$ cat src/rtl/arte_pkg.sv
// Types, constants and helpers for the audio router table editor.
// No dependencies; every other RTL file imports this package.
`default_nettype none

package arte_pkg;

    localparam int MAX_ENTRIES = 32;
    localparam int IDX_W       = (MAX_ENTRIES > 1) ? $clog2(MAX_ENTRIES) : 1;
    localparam int CNT_W       = $clog2(MAX_ENTRIES + 1);
    localparam int ENTRY_W     = 32;
    localparam int CFG_W       = 6;
    localparam int MIDX_W      = 5;

    localparam logic [CFG_W-1:0] CFG_MAX_RESET = 6'd32;
    localparam logic [CFG_W-1:0] CFG_RSV_RESET = 6'd0;

    typedef enum logic [1:0] {
        REQ_CLEAR   = 2'd0,
        REQ_APPEND  = 2'd1,
        REQ_SET_SRC = 2'd2,
        REQ_ENCODE  = 2'd3
    } t_req_type;

    typedef enum logic [2:0] {
        ST_OK       = 3'd0,
        ST_RANGE    = 3'd1,
        ST_AMBIG    = 3'd2,
        ST_ABSENT   = 3'd3,
        ST_RESERVED = 3'd4
    } t_status;

    typedef enum logic {
        CFG_MAX_ENTRIES  = 1'b0,
        CFG_RSV_ENTRIES  = 1'b1
    } t_cfg_idx;

    typedef struct packed {
        t_req_type   req_type;
        logic [3:0]  dest_block;
        logic [3:0]  dest_channel;
        logic [3:0]  src_block;
        logic [3:0]  src_channel;
        logic [15:0] peak_level;
    } t_req;

    typedef struct packed {
        logic [31:0]       wire_word;
        t_status           status;
        logic [MIDX_W-1:0] match_index;
        logic              last;
    } t_res;

    typedef enum logic [1:0] {
        OUT_NONE   = 2'd0,
        OUT_SINGLE = 2'd1,
        OUT_COUNT  = 2'd2,
        OUT_ENTRY  = 2'd3
    } t_out_sel;

    typedef struct packed {
        logic     load;
        logic     issue;
        t_out_sel out_sel;
    } t_dp_cmd;

    typedef struct packed {
        t_req_type req_type;
        logic      enc_over;
        logic      scan_done;
        logic      enc_last;
        logic      cnt_zero;
    } t_dp_sts;

    typedef enum logic [2:0] {
        S_IDLE     = 3'd0,
        S_DISPATCH = 3'd1,
        S_SCAN     = 3'd2,
        S_FINISH   = 3'd3,
        S_ENC      = 3'd4
    } t_state;

    function automatic logic [MIDX_W-1:0] to_match_index(input logic [IDX_W-1:0] idx);
        logic [IDX_W+MIDX_W-1:0] w;
        w = {{MIDX_W{1'b0}}, idx};
        return w[MIDX_W-1:0];
    endfunction

endpackage

`default_nettype wire

$ cat src/rtl/arte_ctrl.sv
// Sequencing state machine for the table editor.
// Depends on arte_pkg; drives arte_dp through t_dp_cmd, reads t_dp_sts.
`default_nettype none

module arte_ctrl (
    input  wire logic              i_clk,
    input  wire logic              i_rst_n,
    input  wire logic              i_start,
    input  wire arte_pkg::t_dp_sts i_sts,
    output arte_pkg::t_dp_cmd      o_cmd,
    output logic                   o_busy
);
    import arte_pkg::*;

    t_state r_state;
    t_state n_state;

    always_ff @(posedge i_clk) begin
        if (!i_rst_n) begin
            r_state <= S_IDLE;
        end else begin
            r_state <= n_state;
        end
    end

    always_comb begin
        n_state = r_state;
        unique case (r_state)
            S_IDLE: begin
                if (i_start) n_state = S_DISPATCH;
            end
            S_DISPATCH: begin
                unique case (i_sts.req_type)
                    REQ_CLEAR, REQ_APPEND: n_state = S_IDLE;
                    REQ_SET_SRC:           n_state = S_SCAN;
                    REQ_ENCODE: begin
                        if (i_sts.enc_over || i_sts.cnt_zero) n_state = S_IDLE;
                        else                                  n_state = S_ENC;
                    end
                endcase
            end
            S_SCAN: begin
                if (i_sts.scan_done) n_state = S_FINISH;
            end
            S_FINISH: n_state = S_IDLE;
            S_ENC: begin
                if (i_sts.enc_last) n_state = S_IDLE;
            end
            default: n_state = S_IDLE;
        endcase
    end

    always_comb begin
        o_cmd         = '0;
        o_cmd.out_sel = OUT_NONE;
        o_busy        = 1'b1;
        unique case (r_state)
            S_IDLE: begin
                o_busy     = 1'b0;
                o_cmd.load = i_start;
            end
            S_DISPATCH: begin
                unique case (i_sts.req_type)
                    REQ_CLEAR, REQ_APPEND: o_cmd.out_sel = OUT_SINGLE;
                    REQ_SET_SRC:           o_cmd.issue   = 1'b1;
                    REQ_ENCODE: begin
                        if (i_sts.enc_over) begin
                            o_cmd.out_sel = OUT_SINGLE;
                        end else begin
                            o_cmd.out_sel = OUT_COUNT;
                            o_cmd.issue   = 1'b1;
                        end
                    end
                endcase
            end
            S_SCAN:   o_cmd.issue = 1'b1;
            S_FINISH: o_cmd.out_sel = OUT_SINGLE;
            S_ENC: begin
                o_cmd.out_sel = OUT_ENTRY;
                o_cmd.issue   = 1'b1;
            end
            default: o_busy = 1'b1;
        endcase
    end

endmodule

`default_nettype wire

$ cat src/rtl/arte_dp.sv
// Datapath: entry memory, count and config registers, scan and result logic.
// Depends on arte_pkg; commanded by arte_ctrl.
`default_nettype none

module arte_dp (
    input  wire logic                         i_clk,
    input  wire logic                         i_rst_n,
    input  wire arte_pkg::t_req               i_req,
    input  wire arte_pkg::t_dp_cmd            i_cmd,
    output arte_pkg::t_dp_sts                 o_sts,
    input  wire logic                         i_cfg_we,
    input  wire arte_pkg::t_cfg_idx           i_cfg_index,
    input  wire logic [arte_pkg::CFG_W-1:0]   i_cfg_data,
    output logic                              o_res_valid,
    output arte_pkg::t_res                    o_res
);
    import arte_pkg::*;

    logic [ENTRY_W-1:0] r_mem [MAX_ENTRIES];

    t_req               r_req;
    logic [CNT_W-1:0]   r_count;
    logic [CFG_W-1:0]   r_max;
    logic [CFG_W-1:0]   r_rsv;
    logic [CNT_W-1:0]   r_ptr;
    logic [ENTRY_W-1:0] r_rd_data;
    logic               r_rd_vld;
    logic [IDX_W-1:0]   r_rd_idx;
    logic [1:0]         r_hits;
    logic [IDX_W-1:0]   r_match_idx;
    logic [ENTRY_W-1:0] r_match_word;
    t_res               r_res;
    logic               r_res_valid;

    t_res               n_res;
    logic [CNT_W-1:0]   n_count;
    logic               rd_en;
    logic               hit;
    logic               full;
    logic               enc_last;
    logic [7:0]         dest;
    logic [7:0]         src;
    logic               wr_en;
    logic [IDX_W-1:0]   wr_addr;
    logic [ENTRY_W-1:0] wr_data;
    t_status            sgl_status;
    logic [MIDX_W-1:0]  sgl_index;

    assign dest     = {r_req.dest_block, r_req.dest_channel};
    assign src      = {r_req.src_block, r_req.src_channel};
    assign rd_en    = i_cmd.issue && (r_ptr < r_count);
    assign hit      = r_rd_vld && (r_rd_data[7:0] == dest);
    assign full     = (r_count == CNT_W'(MAX_ENTRIES));
    assign enc_last = r_rd_vld && ((CNT_W'(r_rd_idx) + CNT_W'(1)) == r_count);

    assign o_sts.req_type  = r_req.req_type;
    assign o_sts.enc_over  = (7'(r_count) > 7'(r_max));
    assign o_sts.scan_done = !(r_ptr < r_count);
    assign o_sts.enc_last  = enc_last;
    assign o_sts.cnt_zero  = (r_count == '0);

    // single-result requests: status and table update
    always_comb begin
        sgl_status = ST_OK;
        sgl_index  = '0;
        wr_en      = 1'b0;
        wr_addr    = r_count[IDX_W-1:0];
        wr_data    = {r_req.peak_level, src, dest};
        n_count    = r_count;
        if (i_cmd.out_sel == OUT_SINGLE) begin
            unique case (r_req.req_type)
                REQ_CLEAR: n_count = '0;
                REQ_APPEND: begin
                    if (full) begin
                        sgl_status = ST_RANGE;
                    end else begin
                        wr_en   = 1'b1;
                        n_count = r_count + CNT_W'(1);
                    end
                end
                REQ_SET_SRC: begin
                    priority if (r_hits == 2'd0) begin
                        sgl_status = ST_ABSENT;
                    end else if (r_hits > 2'd1) begin
                        sgl_status = ST_AMBIG;
                    end else if (7'(r_match_idx) < 7'(r_rsv)) begin
                        sgl_status = ST_RESERVED;
                    end else begin
                        wr_en     = 1'b1;
                        wr_addr   = r_match_idx;
                        wr_data   = {r_match_word[31:16], src, r_match_word[7:0]};
                        sgl_index = to_match_index(r_match_idx);
                    end
                end
                REQ_ENCODE: sgl_status = ST_RANGE;
            endcase
        end
    end

    always_comb begin
        n_res = '0;
        n_res.status = ST_OK;
        unique case (i_cmd.out_sel)
            OUT_NONE: n_res.last = 1'b0;
            OUT_SINGLE: begin
                n_res.status      = sgl_status;
                n_res.match_index = sgl_index;
                n_res.last        = 1'b1;
            end
            OUT_COUNT: begin
                n_res.wire_word = 32'(r_count);
                n_res.last      = (r_count == '0);
            end
            OUT_ENTRY: begin
                n_res.wire_word = r_rd_data;
                n_res.last      = enc_last;
            end
        endcase
    end

    always_ff @(posedge i_clk) begin
        if (wr_en) begin
            r_mem[wr_addr] <= wr_data;
        end
        if (rd_en) begin
            r_rd_data <= r_mem[r_ptr[IDX_W-1:0]];
        end
    end

    always_ff @(posedge i_clk) begin
        if (!i_rst_n) begin
            r_count     <= '0;
            r_max       <= CFG_MAX_RESET;
            r_rsv       <= CFG_RSV_RESET;
            r_ptr       <= '0;
            r_rd_vld    <= 1'b0;
            r_hits      <= 2'd0;
            r_res_valid <= 1'b0;
        end else begin
            r_count     <= n_count;
            r_rd_vld    <= rd_en;
            r_res_valid <= (i_cmd.out_sel != OUT_NONE);
            if (i_cfg_we) begin
                unique case (i_cfg_index)
                    CFG_MAX_ENTRIES: r_max <= i_cfg_data;
                    CFG_RSV_ENTRIES: r_rsv <= i_cfg_data;
                endcase
            end
            if (i_cmd.load) begin
                r_ptr  <= '0;
                r_hits <= 2'd0;
            end else begin
                if (rd_en) r_ptr <= r_ptr + CNT_W'(1);
                if (hit && r_hits != 2'd2) r_hits <= r_hits + 2'd1;
            end
        end
    end

    always_ff @(posedge i_clk) begin
        r_res <= n_res;
        if (i_cmd.load) begin
            r_req <= i_req;
        end
        if (rd_en) begin
            r_rd_idx <= r_ptr[IDX_W-1:0];
        end
        if (hit && r_hits == 2'd0) begin
            r_match_idx  <= r_rd_idx;
            r_match_word <= r_rd_data;
        end
    end

    assign o_res_valid = r_res_valid;
    assign o_res       = r_res;

endmodule

`default_nettype wire

$ cat src/rtl/audio_router_table_editor.sv
// Top level of the audio routing table editor: controller plus datapath.
// Depends on arte_pkg, arte_ctrl, arte_dp.
//
//  channel  | handshake                    | payload
//  request  | i_start, o_busy              | i_req (arte_pkg::t_req)
//  result   | o_res_valid (strobe)         | o_res (arte_pkg::t_res)
//  config   | i_cfg_valid, o_cfg_ready     | i_cfg_index, i_cfg_data
//
// An item is taken when i_start is high and o_busy is low. Clear and append
// finish after dispatch; encode over the limit or on an empty table does not
// walk the entries. The set source scan and the encode walk read one entry
// per cycle from the single read port of the entry memory. Results appear in
// the cycle after they are produced and encode streams one word per cycle.
// Reset (i_rst_n, sync, low) empties the table and restores the config
// registers; no clearing pass.
// The receiver cannot stall; config is always ready.
`default_nettype none

module audio_router_table_editor (
    input  wire logic                       i_clk,
    input  wire logic                       i_rst_n,
    input  wire logic                       i_start,
    output logic                            o_busy,
    input  wire arte_pkg::t_req             i_req,
    output logic                            o_res_valid,
    output arte_pkg::t_res                  o_res,
    input  wire logic                       i_cfg_valid,
    output logic                            o_cfg_ready,
    input  wire arte_pkg::t_cfg_idx         i_cfg_index,
    input  wire logic [arte_pkg::CFG_W-1:0] i_cfg_data
);
    import arte_pkg::*;

    t_dp_cmd dp_cmd;
    t_dp_sts dp_sts;

    assign o_cfg_ready = 1'b1;

    arte_ctrl u_ctrl (
        .i_clk   (i_clk),
        .i_rst_n (i_rst_n),
        .i_start (i_start),
        .i_sts   (dp_sts),
        .o_cmd   (dp_cmd),
        .o_busy  (o_busy)
    );

    arte_dp u_dp (
        .i_clk       (i_clk),
        .i_rst_n     (i_rst_n),
        .i_req       (i_req),
        .i_cmd       (dp_cmd),
        .o_sts       (dp_sts),
        .i_cfg_we    (i_cfg_valid && o_cfg_ready),
        .i_cfg_index (i_cfg_index),
        .i_cfg_data  (i_cfg_data),
        .o_res_valid (o_res_valid),
        .o_res       (o_res)
    );

endmodule

`default_nettype wire

$ cat config.mk
export PLATFORM = sky130hd
export DESIGN_NAME = audio_router_table_editor
export DESIGN_NICKNAME = d
export VERILOG_FILES = /design/src/rtl/arte_pkg.sv /design/src/rtl/arte_ctrl.sv /design/src/rtl/arte_dp.sv /design/src/rtl/audio_router_table_editor.sv
export SDC_FILE = /design/constraint.sdc
export NUM_CORES = 1
export LEC_CHECK = 0
export ABC_CLOCK_PERIOD_IN_PS = 10190
export BUFFER_PORTS_ARGS = -buffer_cell sky130_fd_sc_hd__buf_4
export CAP_MARGIN = 20
export CORE_MARGIN = 10
export CORE_UTILIZATION = 40
export DETAILED_ROUTE_END_ITERATION = 12
export GPL_TIMING_DRIVEN = 0
export SLEW_MARGIN = 25
export SYNTH_ARGS = -nofsm -noshare
export SYNTH_HDL_FRONTEND = slang
export SYNTH_SLANG_ARGS = --single-unit
$ cat constraint.sdc
create_clock -name i_clk -period 10.19 [get_ports i_clk]
set_input_delay 0.5095 -clock i_clk [delete_from_list [all_inputs] [get_ports i_clk]]
set_output_delay 0.5095 -clock i_clk [all_outputs]
set_load 0.01 [all_outputs]
### Word-level counts from Yosys, hierarchy flattened

Memories as Yosys holds them, arrays and structs flattened. A register that Yosys moved wholly into a read port is not among the register bits.
Index checks and enable logic that the tools add are counted.

* register bits: 148
* bits in writable memories: 1024
* bits of input ports: 45
* output and inout port bits: 44
* logic and storage cells: 114
* memories: 1

* add/subtract/negate cells: 4
* magnitude comparators: 4
* eq/ne operators: 18
* mux-type cells: 41
* bitwise operators: 4
* reductions and logical operators: 21

Memories
* u_dp.r_mem: words 32, width 32, rd ports 1, clocked after Yosys merged registers in 1, write ports 1, line arte_dp.sv:19 `logic [ENTRY_W-1:0] r_mem [MAX_ENTRIES];`

Operators with widths (number)
* $mux W32: 5
* $pmux W32 S2: 1
* $mux W5: 5
* $mux W3: 7
* $pmux W3 S3: 2
* $add A6 B1 Y6 const B: 2
* $pmux W3 S4: 1
* $pmux W6 S2: 1
* $mux W1: 11
* $eq A2 B2 Y1 const B: 4
* $eq A8 B8 Y1: 1
* $ne A2 B2 Y1 const B: 4
* $add A5 B1 Y6 const B: 1
* $eq A3 B2 Y1 const B: 2
* $eq A6 B6 Y1: 1
* $eq A6 B6 Y1 const B: 1
* $gt A6 B6 Y1: 1
* $logic_not A2 Y1: 3
* $logic_not A6 Y1: 1
* $lt A5 B6 Y1: 1
* $lt A6 B6 Y1: 1
* $mux W6: 1
* $pmux W1 S2: 3
* $pmux W2 S3: 1
* other kinds (18): 31

### Depth between registers and ports, before layout

* depth in word-level cells: 8
* gate-level depth with buffers: 13
* mapped depth without buffers: 9

### Cells and area by module

From an unflattened synthesis, not the netlist that was laid out.

* cell total of the unflattened synthesis: 2541
* area, all modules: 46731.1 um^2

By module, submodules not included
* arte_dp: times used 1, cells each 2514, area an instance 46503.4 um^2, sequential area each 35133.7 um^2
* arte_ctrl: times used 1, cells each 25, area an instance 216.5 um^2, sequential area each 60.1 um^2
* audio_router_table_editor: times used 1, cells each 2, area an instance 11.3 um^2, sequential area each 0.0 um^2

### Worst setup path after synthesis

Ideal clock, no wire load.

* path kind: register to register
* from: reg u_dp.r_count[2]
* to: mem u_dp.r_mem[22][0], enable pin
* setup time: 0.461 ns
* data arrival time: 4.464 ns
* required time: 9.729 ns
* slack: 5.265 ns
* cell stages (with the launch flop): 10
* period minus slack after synthesis: 4.925 ns
* path through: dfxtp_1 > ha_1 > and4_1 > o21a_1 > or4_4 > o211a_1 > buf_6 > a211oi_1 > a31oi_4 > nor3_1

* word-level cells in the longest chain between the ends: 8
* elaborated cells on any way between the ends: 16
* classes of those cells: order compare: 1; eq/ne: 2; mux: 13

RTL lines
* from (decl): line arte_dp.sv:22 `logic [CNT_W-1:0] r_count;`
* from (signal assigned): line arte_dp.sv:140 `r_count <= n_count;`
* $gt A6 B6 Y1: line arte_dp.sv:57 `assign o_sts.enc_over = (7'(r_count) > 7'(r_max));`
* $mux W2: line arte_ctrl.sv:67 `if (i_sts.enc_over) begin`
* $pmux W2 S2: line arte_ctrl.sv:63 `unique case (i_sts.req_type)`
* $pmux W2 S3: line arte_ctrl.sv:57 `unique case (r_state)`
* $eq A2 B1 Y1: line arte_dp.sv:70 `if (i_cmd.out_sel == OUT_SINGLE) begin`
* $mux W1: line arte_dp.sv:70
* $mux W1: line arte_dp.sv:122 `if (wr_en) begin`
* $mux W1 (not written as such): line arte_dp.sv:123 `r_mem[wr_addr] <= wr_data;`
* to (decl): line arte_dp.sv:19

Parallel ways exist; a longest one is shown, timed or not.

### Worst setup path after layout

* from: reg u_dp.r_req (netlist bit u_dp.o_sts[5])
* to: mem u_dp.r_mem[22][17], enable pin

* word-level cells in the longest chain between the ends: 8
* elaborated cells on any way between the ends: 14
* classes of those cells: eq/ne: 4; mux: 8; reduce/logical: 2

RTL lines
* from (decl): line arte_dp.sv:21 `t_req r_req;`
* from (signal assigned): line arte_dp.sv:162 `r_req <= i_req;`
* $eq A2 B1 Y1 / $logic_not A2 Y1 (equally long branches): line arte_ctrl.sv:63, arte_dp.sv:71
* $reduce_or A2 Y1: line arte_ctrl.sv:63
* $pmux W2 S2: line arte_ctrl.sv:63
* $pmux W2 S3: line arte_ctrl.sv:57
* $eq A2 B1 Y1: line arte_dp.sv:70
* $mux W1: line arte_dp.sv:70
* $mux W1: line arte_dp.sv:122
* $mux W1 (not written as such): line arte_dp.sv:123

Parallel ways exist; a longest one is shown, timed or not.

==> impl_metrics.env <==
export IMPL_vias=22900
export IMPL_synth_ff_type="edfxtp_1"
export IMPL_yosysWarningCount=0
export IMPL_place_congestion=0.818
export IMPL_initial_core_util_pct=40.2
export IMPL_fill_cells=9305
export IMPL_port_buffer_count=85
export IMPL_crit_start="u_dp.o_sts[5]"
export IMPL_grt_pass1_wl_um=170000
export IMPL_wl_per_cell_um=29.0
export IMPL_dp_hpwl_um=83100
export IMPL_clk_pin_slew_ns=0.06
export IMPL_setup_tns_ns=0
export IMPL_synthDistinctLibCells=64
export IMPL_core_area_mm2=0.114
export IMPL_drc=0
export IMPL_grt_pass1_vias=23800
export IMPL_postRouteAntennaNets=0
export IMPL_maxCapViolations=0
export IMPL_wirelength_um=119000
export IMPL_reg2reg_to="u_dp.r_mem[22][17]"
export IMPL_peakVddDrop_v=0.000140
export IMPL_drive_gt1_share_pct=34.1
export IMPL_synth_top_cell_by_area="edfxtp_1"
export IMPL_areaGrowthSynthToFinish_pct=18.5
export IMPL_synth_area_top_cells="edfxtp_1 (74%), mux4_2 (16%), dfxtp_1 (3.1%)"
export IMPL_reg2reg_slack_ns=5.74
export IMPL_synth_area_per_cell_um2=22.0
export IMPL_synthMuxAreaShare_pct=16.6
export IMPL_p_leak_nw=17.2
export IMPL_internal_power_w=0.00787
export IMPL_slew_viol_final=0
export IMPL_synth_seq_cells=1196
export IMPL_yosysMostFrequentCell="edfxtp_1"
export IMPL_synth_compound_area_share_pct=1.31
export IMPL_dieArea_mm2=0.129
export IMPL_die_y_um=359
export IMPL_p_switching_w=0.00193
export IMPL_worst_setup_path_start_kind="flop"
export IMPL_die_w_um=359
export IMPL_ioPinCount=89
export IMPL_synth_top_family_by_area="multiplexers"
export IMPL_ff_latch_area_mm2=0.0352
export IMPL_clkSinkCount=1196
export IMPL_syn_nets=2154
export IMPL_synth_top_cell_area_share_pct=73.6
export IMPL_path_max_fanout=10
export IMPL_setup_ws_ns=5.74
export IMPL_synth_edff_count=1124
export IMPL_synth_common_cells="edfxtp_1 (1124), mux4_2 (320), nand2_1 (98)"
export IMPL_min_path_type="in -> reg"
export IMPL_seqPwrFrac_pct=55.3
export IMPL_p_per_area_mw_per_mm2=180
export IMPL_finalSetupViolCount=0
export IMPL_multi_input_area_mm2=0.0103
export IMPL_finalNetCount=2565
export IMPL_syn_area_mm2=0.0459
export IMPL_drt_initial_drc_count=2615
export IMPL_combPwrFrac_pct=1.5
export IMPL_numCtsBuffers=118
export IMPL_yosys_area_share_simple_pct=2.92
export IMPL_clock_path_buffers=3
export IMPL_grt_overflow_total=0
export IMPL_p_clk_share_pct=43.3
export IMPL_rsz0062_at_grt="no"
export IMPL_arrival_ns=4.84
export IMPL_slew_headroom_pct=30.0
export IMPL_pre_cts_ws_ns=5.80
export IMPL_grt_usage_pct=18.4
export IMPL_fin_crit_sh_pct=43.7
export IMPL_std_cell_rows=124
export IMPL_post_route_min_period_ns=4.45
export IMPL_reg2regPathDepth=13
export IMPL_swShare_pct=19.7
export IMPL_synthAdderAreaFrac_pct=0.764
export IMPL_cts_setup_buffers=0
export IMPL_antenna_found_initial=2
export IMPL_cts_tree="done"
export IMPL_worstSetupPathType="reg -> reg"
export IMPL_worstMarginPinSlew_ns=1.05
export IMPL_finalHoldViolCount=0
export IMPL_drt_vias_per_instance=5.59
export IMPL_grt_max_degree=33
export IMPL_worstReg2RegStart="u_dp.o_sts[5]"
export IMPL_endpoint_kind="flop"
export IMPL_required_ns=10.59
export IMPL_diodes=0
export IMPL_ys_async_sr_fraction_pct=0
export IMPL_syn_inst=2081
export IMPL_root_buffer="clkbuf_16"
export IMPL_ys_seq_area_share_pct=76.7
export IMPL_skew_ns=0.0212
export IMPL_status="completed"
export IMPL_cts_max_level=3
export IMPL_fmax_mhz=225
export IMPL_holdWs_ns=0.0750
export IMPL_critical_path_endpoint="u_dp.r_mem[22][17]"
export IMPL_synthXorXnorAreaFrac_pct=0.363
export IMPL_dr_pass1_iters=6
export IMPL_clkLatencyLatePin_ns=0.70
power groups by stage:
stage | Clock [W] | Combinational [W] | Sequential, W
finish | 0.00424 | 0.000143 | 0.00542
floorplan | 0 | 0.0000660 | 0.00551
global placement | 0 | 0.000117 | 0.00552
detailed placement | 0 | 0.000128 | 0.00553
CTS | 0.00431 | 0.000140 | 0.00542
global route | 0.00451 | 0.000157 | 0.00542
sequential cells by signal (all words and copies together), names as in the netlist, 6 cells and up:
signal / count
u_dp.r_max: 6
u_dp.r_mem: 1024
u_dp.r_rsv: 6
u_dp.dest: 8
u_dp.r_match_word: 24
u_dp.o_res: 41
u_dp.r_rd_data: 32
u_dp.r_ptr: 6
u_dp.r_count: 6
u_dp.r_req: 24
critical path: stages, from the launching register on:
cell and delay [ns]:
edfxtp_1 0.42, inv_1 0.11, ha_1 0.26, nor2_1 0.44, o21bai_1 0.15, a31o_2 0.28, o211a_1 0.21, buf_6 0.15
a211oi_1 0.43, a31oi_4 0.17, nor3_2 0.72, buf_4 0.32, buf_4 0.24, buf_4 0.22
area by class of cell:
cell class,count,share of cell area [%]
inverter,27,0.191
buffer,105,0.930
clock inverter,58,1.00
tap,1512,3.48
timing repair buffer,291,4.75
multi-input combinational,753,19.0
clock buffer,159,5.92
sequential,1196,64.8
cells in the final DEF, fill, tap and decap left out, drive strengths merged, types with 4 or more instances in the layout:
master,instances
edfxtp,1124
mux4,320
buf,295
clkbuf,226
nand2,99
dfxtp,72
nor2,46
clkinv,46
nor3,37
dlygate4sd3,34
mux2,33
a21oi,31
inv,29
ha,28
and2,18
and3,16
xnor2,16
nand3,15
bufinv,9
a211oi,8
o21ai,7
o211ai,7
a31oi,7
nor4,5
mux2i,5
nand2b,4
a21o,4
or4,4
cell families after synthesis:
family,Yosys count
AND/OR/NAND/NOR,263
other,1
adder cells (fa/ha/maj),28
flip-flops,1196
multiplexers,358
AO/OA/AOI/OAI,84
XOR/XNOR,19
buffers and inverters,132
worst min-delay path by stage:
| stage | from | to | slack [ns] | depth (start not counted) |
|---|---|---|---|---|
| global route | i_cfg_data[1] | u_dp.r_max[1] | 0.05 | 3 |
| finish | i_cfg_data[1] | u_dp.r_max[1] | 0.07 | 3 |
| detailed placement | u_dp.r_rd_data[29] | u_dp.r_match_word[29] | 0.42 | 0 |
| floorplan | u_dp.r_rd_data[21] | u_dp.r_match_word[21] | 0.42 | 0 |
| CTS | i_cfg_data[4] | u_dp.r_max[4] | 0.03 | 3 |
| global placement | u_dp.r_rd_data[29] | u_dp.r_match_word[29] | 0.43 | 0 |
stage by stage:
| step | total power [W] | util (%) | instance area, um^2 | cells |
|---|---|---|---|---|
| 6_report | 0.00980 | 47.7 | 54300 | 4101 |
| 5_1_grt | 0.0101 | 47.7 | 54300 | 4101 |
| 4_1_cts | 0.00987 | 47.6 | 54300 | 4100 |
| 3_5_place_dp | 0.00565 | 44.0 | 50200 | 3849 |
| 3_3_place_gp | 0.00564 | 42.5 | 48400 | 3678 |
| 2_1_floorplan | 0.00558 | - | 45900 | 2081 |
metal layers:
layer / vias up / global-route usage (%) / wire length (um)
li1: 9485 / - / -
met1: 12100 / 25.4 / 48600
met2: 1084 / 28.3 / 54700
met3: 230 / 4.88 / 11600
met4: 0 / 6.33 / 4110
met5: - / 0 / 0
repair_timing:
item / 4_1_cts / 5_1_grt
endpoints found under the hold margin: 34 / 0
resized for setup: 0 / 0
hold buffers: 34 / 0
No activity file was read; power rests on OpenSTA's default activity.
